--- config.mk ---
export PLATFORM = sky130hd
export DESIGN_NAME = hdr_rle_scanline_decoder
export DESIGN_NICKNAME = d
export VERILOG_FILES = /design/src/rtl/hrle_pkg.sv /design/src/rtl/hrle_front.sv /design/src/rtl/hrle_queue.sv /design/src/rtl/hrle_back.sv /design/src/rtl/hdr_rle_scanline_decoder.sv
export SDC_FILE = /design/constraint.sdc
export NUM_CORES = 1
export LEC_CHECK = 0
export BUFFER_PORTS_ARGS = -buffer_cell sky130_fd_sc_hd__buf_2
export CORE_UTILIZATION = 45
export DETAILED_ROUTE_END_ITERATION = 16
export PLACE_DENSITY = 0.66
export SLEW_MARGIN = 25
export SYNTH_ARGS = -nofsm -noshare
export SYNTH_HDL_FRONTEND = slang
export SYNTH_SLANG_ARGS = --single-unit
--- constraint.sdc ---
create_clock -name clock -period 7.8 [get_ports clock]
set_input_delay 0.39 -clock clock [delete_from_list [all_inputs] [get_ports clock]]
set_output_delay 0.39 -clock clock [all_outputs]
set_load 0.1 [all_outputs]
--- src/rtl/hrle_pkg.sv ---
// ----------------------------------------------------------------------------
// hrle_pkg
// Shared types and constants for the hdr scanline run-length decoder.
// ----------------------------------------------------------------------------
`default_nettype none

package hrle_pkg;

   // result action codes
   localparam logic [1:0] ACT_NONE  = 2'd0;
   localparam logic [1:0] ACT_STORE = 2'd1;
   localparam logic [1:0] ACT_FILL  = 2'd2;
   localparam logic [1:0] ACT_COPY  = 2'd3;

   localparam logic [15:0] WIDTH_RESET   = 16'd8;
   localparam logic [15:0] MIN_RLE_WIDTH = 16'd8;
   localparam logic [15:0] MAX_RLE_WIDTH = 16'h7fff;
   localparam logic [23:0] REPEAT_MARK   = 24'h010101;

   // classified input byte as it travels through the queue
   typedef struct packed {
      logic [7:0] data;
      logic       is_two;
      logic       is_run;
      logic       is_zero;
   } item_type;

endpackage

`default_nettype wire

--- src/rtl/hrle_front.sv ---
// ----------------------------------------------------------------------------
// hrle_front
// Classifies each incoming byte: header mark, run code or zero code.
// ----------------------------------------------------------------------------
`default_nettype none

module hrle_front (
   input  wire logic [7:0]       data_byte,
   output hrle_pkg::item_type    item
);

   // byte classification
   always_comb begin
      item.data    = data_byte;
      item.is_two  = (data_byte == 8'd2);
      item.is_run  = (data_byte > 8'd128);
      item.is_zero = (data_byte == 8'd0);
   end

endmodule

`default_nettype wire

--- src/rtl/hrle_queue.sv ---
// ----------------------------------------------------------------------------
// hrle_queue
// Two-entry queue between the classifier and the decode engine.
// ----------------------------------------------------------------------------
`default_nettype none

module hrle_queue (
   input  wire logic               clock,
   input  wire logic               reset,
   input  wire logic               push,
   input  wire hrle_pkg::item_type push_item,
   output logic                    full,
   input  wire logic               pop,
   output logic                    not_empty,
   output hrle_pkg::item_type      pop_item
);

   hrle_pkg::item_type mem_ff [2];
   logic       wr_ptr_ff, wr_ptr_in;
   logic       rd_ptr_ff, rd_ptr_in;
   logic [1:0] count_ff, count_in;

   assign full      = (count_ff == 2'd2);
   assign not_empty = (count_ff != 2'd0);
   assign pop_item  = mem_ff[rd_ptr_ff];

   // pointer and fill count update
   always_comb begin
      wr_ptr_in = push ? ~wr_ptr_ff : wr_ptr_ff;
      rd_ptr_in = pop ? ~rd_ptr_ff : rd_ptr_ff;
      count_in  = count_ff + {1'b0, push} - {1'b0, pop};
   end

   always_ff @(posedge clock) begin
      if (reset) begin
         wr_ptr_ff <= 1'b0;
         rd_ptr_ff <= 1'b0;
         count_ff  <= 2'd0;
      end else begin
         wr_ptr_ff <= wr_ptr_in;
         rd_ptr_ff <= rd_ptr_in;
         count_ff  <= count_in;
      end
   end

   // storage
   always_ff @(posedge clock) begin
      if (push) begin
         mem_ff[wr_ptr_ff] <= push_item;
      end
   end

endmodule

`default_nettype wire

--- src/rtl/hrle_back.sv ---
// ----------------------------------------------------------------------------
// hrle_back
// Decode engine: scanline state machine and registered result stage.
// ----------------------------------------------------------------------------
`default_nettype none

module hrle_back (
   input  wire logic               clock,
   input  wire logic               reset,
   input  wire logic               csr_wr_en,
   input  wire logic [15:0]        csr_wr_data,
   input  wire logic               item_avail,
   input  wire hrle_pkg::item_type item,
   output logic                    item_pop,
   output logic                    rsp_valid,
   input  wire logic               rsp_stall,
   output logic [1:0]              rsp_action,
   output logic [15:0]             rsp_column,
   output logic [1:0]              rsp_channel,
   output logic [15:0]             rsp_count,
   output logic [7:0]              rsp_fill_value,
   output logic [7:0]              rsp_red,
   output logic [7:0]              rsp_green,
   output logic [7:0]              rsp_blue,
   output logic [7:0]              rsp_exponent,
   output logic                    rsp_line_end,
   output logic                    rsp_overrun
);

   typedef enum logic [2:0] {
      PH_START, PH_HDR_G, PH_HDR_B, PH_HDR_E, PH_CODE, PH_RUN, PH_LIT, PH_FLAT
   } phase_type;

   phase_type   phase_ff, phase_in;
   logic [15:0] width_ff;
   logic [7:0]  hdr_g_ff, hdr_g_in;
   logic [7:0]  hdr_b_ff, hdr_b_in;
   logic [1:0]  chan_ff, chan_in;
   logic [15:0] col_ff, col_in;
   logic [7:0]  pend_ff, pend_in;
   logic [23:0] pix_ff, pix_in;
   logic [1:0]  bpos_ff, bpos_in;
   logic [31:0] prev_ff, prev_in;
   logic [4:0]  shift_ff, shift_in;

   logic        out_valid_ff;
   logic [1:0]  act_ff, act_in;
   logic [15:0] ocol_ff, ocol_in;
   logic [1:0]  och_ff, och_in;
   logic [15:0] ocnt_ff, ocnt_in;
   logic [7:0]  fill_ff, fill_in;
   logic [31:0] px_ff, px_in;
   logic        end_ff, end_in;
   logic        ovr_ff, ovr_in;
   logic        res_in;

   logic [15:0] w;
   logic [15:0] rem;
   logic [15:0] cnt;
   logic [15:0] newcol;
   logic [31:0] total;
   logic [7:0]  pend_dec;
   logic [31:0] px_new;

   assign item_pop  = item_avail && (!out_valid_ff || !rsp_stall);
   assign w         = (width_ff == 16'd0) ? 16'd1 : width_ff;
   assign rem       = (col_ff < w) ? (w - col_ff) : 16'd0;
   assign total     = {24'd0, item.data} << shift_ff;
   assign pend_dec  = pend_ff - 8'd1;
   assign px_new    = {item.data, pix_ff};

   // next state and result for one byte
   always_comb begin
      phase_in = phase_ff;
      hdr_g_in = hdr_g_ff;
      hdr_b_in = hdr_b_ff;
      chan_in  = chan_ff;
      col_in   = col_ff;
      pend_in  = pend_ff;
      pix_in   = pix_ff;
      bpos_in  = bpos_ff;
      prev_in  = prev_ff;
      shift_in = shift_ff;
      res_in   = 1'b0;
      act_in   = hrle_pkg::ACT_NONE;
      ocol_in  = 16'd0;
      och_in   = 2'd0;
      ocnt_in  = 16'd0;
      fill_in  = 8'd0;
      px_in    = 32'd0;
      end_in   = 1'b0;
      ovr_in   = 1'b0;
      cnt      = 16'd0;
      newcol   = col_ff;
      unique case (phase_ff)
         PH_START: begin
            chan_in  = 2'd0;
            col_in   = 16'd0;
            pend_in  = 8'd0;
            shift_in = 5'd0;
            if (w >= hrle_pkg::MIN_RLE_WIDTH && w <= hrle_pkg::MAX_RLE_WIDTH
                && item.is_two) begin
               phase_in = PH_HDR_G;
            end else begin
               pix_in   = {16'd0, item.data};
               bpos_in  = 2'd1;
               phase_in = PH_FLAT;
            end
         end
         PH_HDR_G: begin
            hdr_g_in = item.data;
            phase_in = PH_HDR_B;
         end
         PH_HDR_B: begin
            hdr_b_in = item.data;
            phase_in = PH_HDR_E;
         end
         PH_HDR_E: begin
            if (hdr_g_ff != 8'd2 || hdr_b_ff[7]) begin
               // not a coded line: header bytes form the first flat pixel
               px_in    = {item.data, hdr_b_ff, hdr_g_ff, 8'd2};
               prev_in  = px_in;
               col_in   = 16'd1;
               shift_in = 5'd0;
               bpos_in  = 2'd0;
               phase_in = PH_FLAT;
               res_in   = 1'b1;
               act_in   = hrle_pkg::ACT_STORE;
               ocnt_in  = 16'd1;
               if (w == 16'd1) begin
                  end_in   = 1'b1;
                  phase_in = PH_START;
               end
            end else begin
               chan_in  = 2'd0;
               col_in   = 16'd0;
               phase_in = PH_CODE;
            end
         end
         PH_CODE: begin
            if (item.is_run) begin
               pend_in  = {1'b0, item.data[6:0]};
               phase_in = PH_RUN;
            end else if (!item.is_zero) begin
               pend_in  = item.data;
               phase_in = PH_LIT;
            end
         end
         PH_RUN: begin
            cnt      = ({8'd0, pend_ff} < rem) ? {8'd0, pend_ff} : rem;
            newcol   = col_ff + cnt;
            col_in   = newcol;
            pend_in  = 8'd0;
            phase_in = PH_CODE;
            res_in   = 1'b1;
            act_in   = hrle_pkg::ACT_FILL;
            ocol_in  = col_ff;
            och_in   = chan_ff;
            ocnt_in  = cnt;
            fill_in  = item.data;
            ovr_in   = ({8'd0, pend_ff} > rem);
            if (newcol >= w) begin
               if (chan_ff == 2'd3) begin
                  phase_in = PH_START;
                  end_in   = 1'b1;
               end else begin
                  chan_in = chan_ff + 2'd1;
                  col_in  = 16'd0;
               end
            end
         end
         PH_LIT: begin
            res_in  = 1'b1;
            pend_in = pend_dec;
            if (col_ff < w) begin
               newcol  = col_ff + 16'd1;
               act_in  = hrle_pkg::ACT_FILL;
               ocol_in = col_ff;
               och_in  = chan_ff;
               ocnt_in = 16'd1;
               fill_in = item.data;
            end else begin
               ovr_in = 1'b1;
            end
            col_in = newcol;
            if (pend_dec == 8'd0) begin
               phase_in = PH_CODE;
               if (newcol >= w) begin
                  if (chan_ff == 2'd3) begin
                     phase_in = PH_START;
                     end_in   = 1'b1;
                  end else begin
                     chan_in = chan_ff + 2'd1;
                     col_in  = 16'd0;
                  end
               end
            end
         end
         PH_FLAT: begin
            if (bpos_ff != 2'd3) begin
               // gather the first three bytes of a pixel
               unique case (bpos_ff)
                  2'd0:    pix_in = {16'd0, item.data};
                  2'd1:    pix_in = {pix_ff[23:16], item.data, pix_ff[7:0]};
                  default: pix_in = {item.data, pix_ff[15:0]};
               endcase
               bpos_in = bpos_ff + 2'd1;
            end else begin
               bpos_in = 2'd0;
               res_in  = 1'b1;
               ocol_in = col_ff;
               if (pix_ff == hrle_pkg::REPEAT_MARK) begin
                  // repeat of the previous pixel
                  cnt      = (total < {16'd0, rem}) ? total[15:0] : rem;
                  ovr_in   = (total > {16'd0, rem});
                  newcol   = col_ff + cnt;
                  col_in   = newcol;
                  shift_in = (shift_ff >= 5'd16) ? 5'd24 : shift_ff + 5'd8;
                  act_in   = hrle_pkg::ACT_COPY;
                  ocnt_in  = cnt;
               end else begin
                  newcol   = col_ff + 16'd1;
                  col_in   = newcol;
                  prev_in  = px_new;
                  shift_in = 5'd0;
                  act_in   = hrle_pkg::ACT_STORE;
                  ocnt_in  = 16'd1;
                  px_in    = px_new;
               end
               if (newcol >= w) begin
                  end_in   = 1'b1;
                  phase_in = PH_START;
               end
            end
         end
         default: phase_in = PH_START;
      endcase
   end

   // decoder state
   always_ff @(posedge clock) begin
      if (reset) begin
         phase_ff <= PH_START;
         width_ff <= hrle_pkg::WIDTH_RESET;
         hdr_g_ff <= 8'd0;
         hdr_b_ff <= 8'd0;
         chan_ff  <= 2'd0;
         col_ff   <= 16'd0;
         pend_ff  <= 8'd0;
         pix_ff   <= 24'd0;
         bpos_ff  <= 2'd0;
         prev_ff  <= 32'd0;
         shift_ff <= 5'd0;
      end else begin
         if (csr_wr_en) begin
            width_ff <= csr_wr_data;
         end
         if (item_pop) begin
            phase_ff <= phase_in;
            hdr_g_ff <= hdr_g_in;
            hdr_b_ff <= hdr_b_in;
            chan_ff  <= chan_in;
            col_ff   <= col_in;
            pend_ff  <= pend_in;
            pix_ff   <= pix_in;
            bpos_ff  <= bpos_in;
            prev_ff  <= prev_in;
            shift_ff <= shift_in;
         end
      end
   end

   // result register
   always_ff @(posedge clock) begin
      if (reset) begin
         out_valid_ff <= 1'b0;
      end else if (item_pop) begin
         out_valid_ff <= res_in;
      end else if (!rsp_stall) begin
         out_valid_ff <= 1'b0;
      end
   end

   always_ff @(posedge clock) begin
      if (item_pop && res_in) begin
         act_ff  <= act_in;
         ocol_ff <= ocol_in;
         och_ff  <= och_in;
         ocnt_ff <= ocnt_in;
         fill_ff <= fill_in;
         px_ff   <= (act_in == hrle_pkg::ACT_STORE) ? px_in : 32'd0;
         end_ff  <= end_in;
         ovr_ff  <= ovr_in;
      end
   end

   assign rsp_valid      = out_valid_ff;
   assign rsp_action     = act_ff;
   assign rsp_column     = ocol_ff;
   assign rsp_channel    = och_ff;
   assign rsp_count      = ocnt_ff;
   assign rsp_fill_value = fill_ff;
   assign rsp_red        = px_ff[7:0];
   assign rsp_green      = px_ff[15:8];
   assign rsp_blue       = px_ff[23:16];
   assign rsp_exponent   = px_ff[31:24];
   assign rsp_line_end   = end_ff;
   assign rsp_overrun    = ovr_ff;

endmodule

`default_nettype wire

--- src/rtl/hdr_rle_scanline_decoder.sv ---
// Order: an accepted byte is written to the queue at the accepting edge, and the
// result register is written when the engine pops it; a result stall can hold that off.
// Throughput: one byte per cycle; the decode engine retires one byte each cycle the
// result register is free or being taken, and the two-entry queue absorbs stalls.
// Reset: synchronous, active high; clears the decoder state, the queue and the
// result valid, and sets line_width to 8.
// ----------------------------------------------------------------------------
// hdr_rle_scanline_decoder
// Top level: byte classifier, transaction queue and decode engine.
// ----------------------------------------------------------------------------
`default_nettype none

module hdr_rle_scanline_decoder (
   input  wire logic        clock,
   input  wire logic        reset,
   input  wire logic        csr_wr_en,
   input  wire logic [15:0] csr_wr_data,
   input  wire logic        req_valid,
   output logic             req_stall,
   input  wire logic [7:0]  req_data_byte,
   output logic             rsp_valid,
   input  wire logic        rsp_stall,
   output logic [1:0]       rsp_action,
   output logic [15:0]      rsp_column,
   output logic [1:0]       rsp_channel,
   output logic [15:0]      rsp_count,
   output logic [7:0]       rsp_fill_value,
   output logic [7:0]       rsp_red,
   output logic [7:0]       rsp_green,
   output logic [7:0]       rsp_blue,
   output logic [7:0]       rsp_exponent,
   output logic             rsp_line_end,
   output logic             rsp_overrun
);

   hrle_pkg::item_type in_item;
   hrle_pkg::item_type q_item;
   logic               q_full;
   logic               q_avail;
   logic               q_pop;

   assign req_stall = q_full;

   // classify incoming bytes
   hrle_front u_front (
      .data_byte (req_data_byte),
      .item      (in_item)
   );

   // queue between classifier and engine
   hrle_queue u_queue (
      .clock     (clock),
      .reset     (reset),
      .push      (req_valid && !q_full),
      .push_item (in_item),
      .full      (q_full),
      .pop       (q_pop),
      .not_empty (q_avail),
      .pop_item  (q_item)
   );

   // decode engine
   hrle_back u_back (
      .clock          (clock),
      .reset          (reset),
      .csr_wr_en      (csr_wr_en),
      .csr_wr_data    (csr_wr_data),
      .item_avail     (q_avail),
      .item           (q_item),
      .item_pop       (q_pop),
      .rsp_valid      (rsp_valid),
      .rsp_stall      (rsp_stall),
      .rsp_action     (rsp_action),
      .rsp_column     (rsp_column),
      .rsp_channel    (rsp_channel),
      .rsp_count      (rsp_count),
      .rsp_fill_value (rsp_fill_value),
      .rsp_red        (rsp_red),
      .rsp_green      (rsp_green),
      .rsp_blue       (rsp_blue),
      .rsp_exponent   (rsp_exponent),
      .rsp_line_end   (rsp_line_end),
      .rsp_overrun    (rsp_overrun)
   );

endmodule

`default_nettype wire
==> results of run 1 <==
worst register-to-register path: cells and delay by family (launching register included):
family | cells | cell delay, ps
flops | 1 | 340
simple gates | 15 | 3040
fa+ha+maj | 5 | 1350
buf+inv | 9 | 940
xor+xnor | 1 | 240
compound gates | 15 | 2720
synthesized netlist by cell type (4+ instances only):
master and number:
a32o_1 11, clkbuf_1 71, o21ai_0 62, mux2_4 5, and2_1 11, nor2b_1 23
edfxtp_1 100, o221ai_1 7, o21bai_1 5, nor4_1 15, mux2_2 10, buf_1 6
or3_1 6, and3_1 15, nand3_1 33, nand2_1 87, a21oi_1 98, a21o_1 18
fa_1 5, o21ai_1 8, nor3_1 60, o2111ai_1 4, mux2i_1 31, a22oi_1 32
ha_1 126, xor2_1 24, nor2_1 198, a31oi_1 5, o31ai_1 9, nand2b_1 17
o21a_1 8, xnor2_1 56, a211oi_1 41, o211ai_1 5, dfxtp_1 95, nand4_1 26
a2111oi_0 4, inv_1 65, or2_2 8
metrics by stage:
step | hold WS [ps] | setup slack, ps
finish | 146 | -884
global route | 138 | -1250
CTS | 135 | -329
detailed placement | 492 | -855
global placement | 485 | -562
floorplan | 462 | -50.1
cell type report:
| cell class | instances | area (um^2) | share of cell area |
|---|---|---|---|
| Multi-Input combinational cell | 1142 | 8670 | 0.475 |
| Sequential cell | 195 | 4910 | 0.269 |
| Timing Repair Buffer | 453 | 3240 | 0.177 |
| Tap cell | 384 | 480 | 0.0263 |
| Clock buffer | 19 | 475 | 0.0260 |
| Inverter | 70 | 268 | 0.0147 |
| Clock inverter | 13 | 225 | 0.0123 |
final timing paths:
check,start,end,cells after the start
setup / recovery,u_back.width_ff[15],u_back.phase_ff[1],45
hold / removal,req_data_byte[0],u_queue.mem_ff[0][3],1
setup reg to reg,u_back.width_ff[15],u_back.phase_ff[1],45
hold reg to reg,u_back.hdr_b_ff[3],u_back.hdr_b_ff[3],2
sequential cells by signal, summed over array words and instances (netlist names), 3 cells and up, named ones only:
| signal | flops |
|---|---|
| u_queue.mem_ff | 22 |
| u_back.pend_ff | 8 |
| u_back.rsp_column | 16 |
| u_back.px_ff | 32 |
| u_back.hdr_g_ff | 8 |
| u_back.rsp_count | 16 |
| u_back.col_ff | 16 |
| u_back.pix_ff | 24 |
| u_back.rsp_fill_value | 8 |
| u_back.phase_ff | 3 |
| u_back.hdr_b_ff | 8 |
| u_back.width_ff | 16 |
repair_timing:
| action | 4_1_cts | 5_1_grt |
|---|---|---|
| hold buffers | 0 | 0 |
| endpoints found under the hold margin | 0 | 0 |
| resized for setup | 90 | 95 |
| setup buffers | 125 | 32 |
| pin swaps | 79 | 47 |
| gates cloned | 2 | 0 |
| setup endpoints to repair | 22 | 48 |
per-layer routing:
metal,track usage,up-vias,wire length [um]
met1,0.399,6352,19400
met3,0.0649,192,4920
met2,0.489,833,21600
met4,0.155,0,2570
met5,0,-,0
li1,-,6194,-
power by group through the flow:
stage               Clock (mW)  Sequential, mW  Combinational, mW
floorplan                    0            1.27               1.07
global placement             0            1.30               1.63
detailed placement           0            1.31               1.66
CTS                       1.03            1.28               1.83
global route              1.06            1.31               2.21
finish                    1.02            1.29               2.08
cell families (layout without fill, tap and decap cells):
logic type               after synthesis  in the layout  share of synthesized area
other                                  1              7                   0.000283
adder cells (fa/ha/maj)              131            131                      0.126
flip-flops                           195            195                      0.370
buffers and inverters                151            555                     0.0445
AO/OA/AOI/OAI                        355            355                      0.178
AND/OR/NAND/NOR                      522            522                      0.190
multiplexers                          47             47                     0.0384
XOR/XNOR                              80             80                     0.0528
==> flow_summary_export.csv, run 1 <==
group,metric,value,unit
sta,worstMarginPinSlew,1270,ps
cts,cts_root_buffer,"clkbuf_16",
power_and_ir_drop,clockPowerShare,0.232,
worst_setup_path,endpoint_kind,"flop",
worst_setup_path,crit_buf_inv,9,
outcome,violations,"setup timing",
power_and_ir_drop,fin_total_pwr,4.39,mW
worst_setup_path,slowest_delay,520,ps
grt,grt_overflow,0,
worst_setup_path,worstSetupPathType,"flop to flop",
placed_design,place_congestion,0.986,
grt,grt_pass1_wl,72.3,mm
placed_design,dpl_cell_area,0.0156,mm^2
power_and_ir_drop,peakVddDrop,0.181,mV
finish,area_delta_synth_final,37.7,%
worst_setup_path,path_delay_family,"simple AND/OR/NAND/NOR gates",
grt,grt_use_total,0.309,
finish,fin_cells,2276,
sta,setup_viol,22,
finish,final_cell_area,0.0183,mm^2
worst_setup_path,cp_max_fo,7,
synth,synth_edf_count,100,
power_and_ir_drop,switching_share,0.403,
placed_design,hpwl,32.4,mm
detailed_routing,vias,13600,
floorplanning,pin_count,109,
sta,fin_ws,-884,ps
cts,clk_pin_slew_worst_paths,80,ps
sta,slew_viol_final,0,
worst_setup_path,crit_top_cell,"nand4_1",
sta,fmax,115,MHz
synth,ys_async_sr_fraction,0,
power_and_ir_drop,power.internal,2.62,mW
power_and_ir_drop,pwr-share-comb,0.473,
finish,drive_gt1_frac,0.349,
grt,antenna_found_initial,0,
outcome,outcome,"finished with violations",
placed_design,dpl.cell_count,2097,
synth,yosysSeqAreaShare,0.370,
power_and_ir_drop,leakage,7.77,nW
synth,yosys_warnings,0,
finish,insertedDiodeCount,0,
cts,clk_latency,450,ps
finish,final_cell_mix,"324 x buf_4, 192 x nor2_1, 108 x ha_1, 108 x buf_2, 100 x edfxtp_1",
sta,setup_tns,-12450,ps
sta,finalCritPeriodShare,1.11,
cts,clock_path_buffers,2,
floorplanning,dieWidth,174,um
sta,fin_crit,8680,ps
synth,yosys.area.top_type,"edfxtp_1",
synth,synth.cell_area,0.0133,mm^2
detailed_routing,wl,48.6,mm
floorplanning,rows,62,
finish,fin_nets,2039,
power_and_ir_drop,p_per_area,240,mW/mm^2
worst_hold_path,hp-class,"input pin to flop",
synth,synth_area_leaders,"edfxtp_1 23%, dfxtp_1 14%, ha_1 12%",
detailed_routing,detail_route.wl_per_cell,21.3,um
synth,synth_top_area_frac,0.226,
synth,synthCells,1482,
synth,yosys.cell_types.count,84,
cts,cts_tree,"yes",
power_and_ir_drop,pwr-share-seq,0.294,
synth,ys.flop_type,"edfxtp_1",
flow_run,drv_cap,0,
detailed_routing,ant_nets,0,
placed_design,port-buffer-count,108,
worst_setup_path,cp_slowest_cell,"or4_4",
worst_setup_path,arrival,9040,ps
synth,ys_ff_latch,195,
worst_setup_path,required,8160,ps
finish,nFillCells,2339,
detailed_routing,viasPerCell,5.96,
grt,grt_max_degree,66,
power_and_ir_drop,power_switching,1.77,mW
cts,cts.htree.levels,4,
sta,relSlewSlack,0.150,
detailed_routing,drc_errors,0,
detailed_routing,firstDrtPassIters,6,
worst_setup_path,reg2reg_slack,-880,ps
finish,final_common_cell,"buf_4",
worst_setup_path,critical_path.startpoint_type,"flop",
synth,avgSynthCellArea,8.95,um^2
finish,utilization,0.633,
sta,rsz0062_at_grt,"yes",
sta,fin_skew,18.0,ps
grt,grt_pass1_vias,12900,
detailed_routing,drt_iter0_markers,1563,
floorplanning,initial_core_util,0.460,
sta,finalHoldViolCount,0,
cts,cts_made_buffers,17,
cts,clock-sinks,195,
floorplanning,die_area,0.0302,mm^2
floorplanning,die_h,174,um
floorplanning,core,0.0289,mm^2
(Power assumes the default switching activity.)
==> inputs of run 2 (changes only) <==
--- a/config.mk
+++ b/config.mk
@@ -6,6 +6,7 @@
 export NUM_CORES = 1
 export LEC_CHECK = 0
 export BUFFER_PORTS_ARGS = -buffer_cell sky130_fd_sc_hd__buf_2
+export CORE_MARGIN = 2
 export CORE_UTILIZATION = 45
 export DETAILED_ROUTE_END_ITERATION = 16
 export PLACE_DENSITY = 0.66
==> run 2 against run 1 <==
Against the previous run: the flow still finishes with violations (setup timing); first-iteration DRC count fell by 10%; global-route usage fell by 0.075 points; sequential share of layout area is 0.15 points lower; critical path depth increased by 1; die area rose by 2.3%; cell count increased by 0.97%; wire length about the same; power is 2.5% lower.
==> flow_summary_export.csv, run 2 (synthesis gave the netlist of run 1 again) <==
group,metric,value,unit
outcome,outcome,"finished with violations",
outcome,violations,"setup timing",
sta,setup_viol,22,
power_and_ir_drop,fin_total_pwr,4.28,mW
finish,drive_gt1_frac,0.359,
sta,fmax,121,MHz
cts,cts_root_buffer,"clkbuf_16",
grt,grt_overflow,0,
placed_design,place_congestion,0.963,
grt,antenna_found_initial,0,
sta,worstMarginPinSlew,1100,ps
finish,insertedDiodeCount,0,
finish,top_register,"u_back.px_ff",
finish,fin_nets,2061,
worst_hold_path,hp-class,"input pin to flop",
worst_setup_path,arrival,8560,ps
floorplanning,core,0.0289,mm^2
sta,rsz0062_at_grt,"yes",
floorplanning,die_h,176,um
sta,slew_viol_final,0,
grt,grt_pass1_wl,73.2,mm
grt,grt_use_total,0.308,
power_and_ir_drop,leakage,7.86,nW
grt,grt_max_degree,66,
floorplanning,rows,62,
detailed_routing,drt_iter0_markers,1400,
worst_setup_path,critical_path.startpoint_type,"flop",
detailed_routing,firstDrtPassIters,6,
placed_design,port-buffer-count,108,
cts,clock-sinks,195,
worst_setup_path,cp_slowest_cell,"or4_4",
worst_setup_path,cp_max_fo,8,
cts,cts.htree.levels,4,
cts,clock_path_buffers,2,
power_and_ir_drop,p_per_area,233,mW/mm^2
cts,cts_tree,"yes",
cts,cts_made_buffers,17,
sta,fin_ws,-484,ps
worst_setup_path,worstSetupPathType,"flop to flop",
power_and_ir_drop,peakVddDrop,0.192,mV
detailed_routing,drc_errors,0,
finish,final_common_cell,"buf_4",
sta,whs,138,ps
sta,fin_skew,19.0,ps
sta,fin_crit,8280,ps
floorplanning,initial_core_util,0.460,
detailed_routing,detail_route.wl_per_cell,21.1,um
worst_setup_path,slowest_delay,450,ps
floorplanning,die_area,0.0309,mm^2
cts,clk_latency,460,ps
worst_setup_path,required,8070,ps
floorplanning,dieWidth,176,um
detailed_routing,viasPerCell,5.94,
flow_run,drv_cap,0,
finish,area_delta_synth_final,38.5,%
sta,relSlewSlack,0.259,
placed_design,hpwl,33.1,mm
finish,final_cell_mix,"349 x buf_4, 189 x nor2_1, 109 x ha_1",
cts,ctsHoldBuffers,0,
worst_setup_path,crit_top_cell,"nand4_1",
finish,fin_cells,2298,
finish,reg.largest.list,"u_back.px_ff x32, u_back.pix_ff x24, u_queue.mem_ff x22",
cts,clk_pin_slew_worst_paths,80,ps
detailed_routing,vias,13600,
floorplanning,pin_count,109,
worst_setup_path,endpoint_kind,"flop",
placed_design,dpl.cell_count,2117,
detailed_routing,ant_nets,0,
grt,grt_pass1_vias,13100,
sta,finalHoldViolCount,0,
sta,finalCritPeriodShare,1.06,
detailed_routing,wl,48.5,mm
finish,largest_register_ff_count,32,
-- run 2: cell count changes in the layout (fill, tap and decap cells not counted), sizes merged --
| cell | change |
|---|---|
| bufinv | -2 |
| nand2b | +1 |
| clkbuf | +1 |
| clkinvlp | +1 |
| buf | +20 |
| clkinv | +1 |
-- run 2: stage by stage --
stage,TNS [ps],worst slack [ps],util,instance area [um^2]
2_1_floorplan,-177,-50.1,-,13400
3_3_place_gp,-11240,-604,0.545,15700
3_5_place_dp,-15350,-815,0.545,15700
4_1_cts,-2020,-151,0.617,17800
5_1_grt,-13990,-863,0.637,18400
6_report,-5640,-484,0.637,18400
-- run 2: what timing repair did --
action	CTS	global route
pin swaps	62	53
cloned	1	2
resized for setup	92	84
setup endpoints to repair	22	48
buffers inserted	130	24
-- run 2: worst paths after layout --
path,to,slack (ps),startpoint,cells after the start
hold / removal,u_queue.mem_ff[1][3],140,req_data_byte[0],1
hold reg to reg,u_back.hdr_b_ff[0],510,u_back.hdr_b_ff[0],2
setup / recovery,u_back.rsp_line_end,-480,u_back.width_ff[11],46
setup reg to reg,u_back.rsp_line_end,-480,u_back.width_ff[11],46
-- run 2: worst max-delay path, delay by kind of cell (launching register included) --
family	cells	cell delay, ps
adders and majority gates	5	1370
AOI/OAI and AO/OA	14	2200
DFF	1	330
and+or+nand+nor	14	2450
xor gates and xnor gates	2	390
buffers and inverters	11	1330
-- run 2: layout make-up --
class	count	area (um^2)
Clock buffer	19	454
Clock inverter	13	181
Fill cell	2376	10500
Inverter	70	265
Multi-Input combinational cell	1143	8700
Sequential cell	195	4910
Tap cell	384	480
Timing Repair Buffer	474	3370
-- run 2: power breakdown --
part	leakage, nW	internal [mW]	switching [mW]	total, mW
logic	5.71	0.883	1.16	2.05
clock network	0.305	0.485	0.453	0.938
registers	1.84	1.17	0.122	1.30
total	7.86	2.54	1.74	4.28
-- run 2: layer usage --
metal	vias to the layer above	wire length, um	GRT usage
li1	6251	-	-
met1	6444	19900	0.402
met2	756	22100	0.502
met3	194	4080	0.0470
met4	0	2520	0.146
met5	-	0	0
==> inputs of run 3 (changes only) <==
--- a/config.mk
+++ b/config.mk
@@ -9,7 +9,7 @@
 export CORE_MARGIN = 2
 export CORE_UTILIZATION = 45
 export DETAILED_ROUTE_END_ITERATION = 16
-export PLACE_DENSITY = 0.66
+export PLACE_DENSITY = 0.65
 export SLEW_MARGIN = 25
 export SYNTH_ARGS = -nofsm -noshare
 export SYNTH_HDL_FRONTEND = slang
==> run 3 against run 2 <==
Against the previous run: the flow still finishes with violations (setup timing); non-clock buffer count is 13 lower; clock power is 3.1% higher; maximum frequency down 3.2%; worst hold slack improved by 5.7 ps; clock skew up 5.5 ps.
==> flow_summary_export.csv, run 3 (synthesis gave the netlist of run 1 again) <==
group,metric,value,unit
detailed_routing,viasPerCell,5.81,
detailed_routing,vias,13300,
floorplanning,rows,62,
detailed_routing,detail_route.wl_per_cell,20.7,um
finish,seqCellArea,0.00491,mm^2
grt,grt_max_degree,62,
worst_setup_path,critical_path.startpoint_type,"flop",
detailed_routing,ant_nets,0,
outcome,violations,"setup timing",
finish,multiInputGateArea,0.00861,mm^2
power_and_ir_drop,p_per_area,240,mW/mm^2
finish,top_register,"u_back.px_ff",
floorplanning,dieWidth,176,um
finish,final_cell_mix,"334 x buf_4, 191 x nor2_1, 108 x buf_2",
worst_setup_path,critPathLaunch,"u_back.width_ff[15]",
detailed_routing,firstDrtPassIters,5,
cts,cts_tree,"yes",
worst_setup_path,cp_slowest_cell,"dfxtp_2",
worst_hold_path,hp-class,"input pin to flop",
cts,cts_made_buffers,17,
sta,finalCritPeriodShare,1.10,
sta,fin_skew,24.5,ps
grt,grt_pass1_vias,12600,
worst_setup_path,endpoint,"u_back.rsp_overrun",
worst_setup_path,reg2reg_slack,-760,ps
placed_design,port-buffer-count,108,
finish,final_common_cell,"buf_4",
floorplanning,die_area,0.0309,mm^2
cts,clk_pin_slew_worst_paths,90,ps
grt,grt_pass1_wl,71.3,mm
worst_setup_path,worstSetupPathType,"flop to flop",
finish,utilization,0.631,
floorplanning,die_h,176,um
grt,antenna_found_initial,0,
cts,clock_path_buffers,2,
finish,insertedDiodeCount,0,
worst_setup_path,cp_max_fo,3,
sta,fmax,117,MHz
sta,relSlewSlack,0.256,
worst_setup_path,required,7960,ps
finish,nFillCells,2414,
cts,cts.htree.levels,4,
finish,final_cell_area,0.0182,mm^2
sta,fin_ws,-756,ps
power_and_ir_drop,peakVddDrop,0.133,mV
worst_setup_path,crit_top_cell,"buf_4",
finish,reg.largest.list,"u_back.px_ff x32, u_back.pix_ff x24, u_queue.mem_ff x22",
detailed_routing,route.met2.wl,21.4,mm
sta,setup_tns,-13170,ps
floorplanning,initial_core_util,0.460,
outcome,outcome,"finished with violations",
flow_run,drv_cap,0,
detailed_routing,wl_met3,4.29,mm
cts,clock-sinks,195,
sta,slew_viol_final,0,
placed_design,hpwl,33.4,mm
worst_setup_path,endpoint_kind,"flop",
finish,fin_nets,2047,
sta,fin_crit,8560,ps
floorplanning,pin_count,109,
detailed_routing,top_layer,"met4",
power_and_ir_drop,leakage,7.77,nW
detailed_routing,wl_met1,20.0,mm
worst_setup_path,reg2reg_to,"u_back.rsp_overrun",
sta,finalHoldViolCount,0,
finish,drive_gt1_frac,0.348,
placed_design,dpl_cell_area,0.0158,mm^2
sta,setup_viol,23,
worst_setup_path,slowest_delay,340,ps
sta,rsz0062_at_grt,"yes",
placed_design,place_congestion,0.963,
placed_design,pre_cts_ws,-851,ps
worst_setup_path,r2r-start,"u_back.width_ff[15]",
detailed_routing,drt_iter0_markers,1118,
sta,worstMarginPinSlew,1110,ps
cts,cts_root_buffer,"clkbuf_16",
finish,largest_register_ff_count,32,
grt,grt_overflow,0,
floorplanning,core,0.0289,mm^2
worst_setup_path,reg2reg_depth,60,
worst_setup_path,arrival,8720,ps
cts,clk_latency,450,ps
grt,grt_use_total,0.301,
detailed_routing,wl,47.3,mm
detailed_routing,drc_errors,0,
finish,area_delta_synth_final,37.2,%
[run 3: metal layers]
layer | track usage | vias to the layer above
met5 | 0 | -
met4 | 0.108 | 0
met3 | 0.0788 | 123
met2 | 0.479 | 648
met1 | 0.396 | 6279
li1 | - | 6211
[run 3: repair_timing]
item	CTS	global route
buffers inserted	101	25
gates resized for setup	93	73
hold buffers	0	0
gates cloned	1	0
pin swaps	65	77
setup endpoints to repair	22	23
[run 3: metrics by stage]
stage	std cells	total power, mW	hold WS (ps)
detailed placement	2128	3.00	488
global route	2284	4.57	133
CTS	2261	4.14	133
floorplan	1488	2.34	462
global placement	2128	2.98	487
finish	2284	4.37	144
[run 3: how the worst min path moves through the flow]
stage	from	end	slack, ps	depth (start not counted)
finish	req_data_byte[5]	u_queue.mem_ff[0][8]	140	1
global route	req_data_byte[4]	u_queue.mem_ff[0][7]	130	1
CTS	req_data_byte[4]	u_queue.mem_ff[1][7]	130	1
global placement	u_back.hdr_b_ff[6]	u_back.hdr_b_ff[6]	490	2
detailed placement	u_back.shift_ff[3]	u_back.shift_ff[3]	490	2
floorplan	u_back.width_ff[0]	u_back.width_ff[0]	460	2
[run 3: cell type report]
cell class | instances | share of cell area
inverters | 70 | 0.0146
repair buffers | 461 | 0.181
clock buffers | 17 | 0.0234
well taps | 384 | 0.0264
clock inverters | 15 | 0.0121
multi-input cells | 1142 | 0.473
flip-flops and latches | 195 | 0.270
[run 3: critical path: cells and delay by family, from the launching register on]
kind                       cells  cell delay, ps
DFF                            1             340
buffers and inverters         42            5090
and+or+nand+nor               12            1760
adders and majority gates      3             650
AOI/OAI and AO/OA              3             420
[run 3: report_power, final]
| part | switching, mW | leakage (nW) | internal (mW) |
|---|---|---|---|
| sequential | 0.122 | 1.84 | 1.17 |
| clock | 0.509 | 0.312 | 0.457 |
| combinational | 1.19 | 5.62 | 0.925 |
| total | 1.82 | 7.77 | 2.56 |
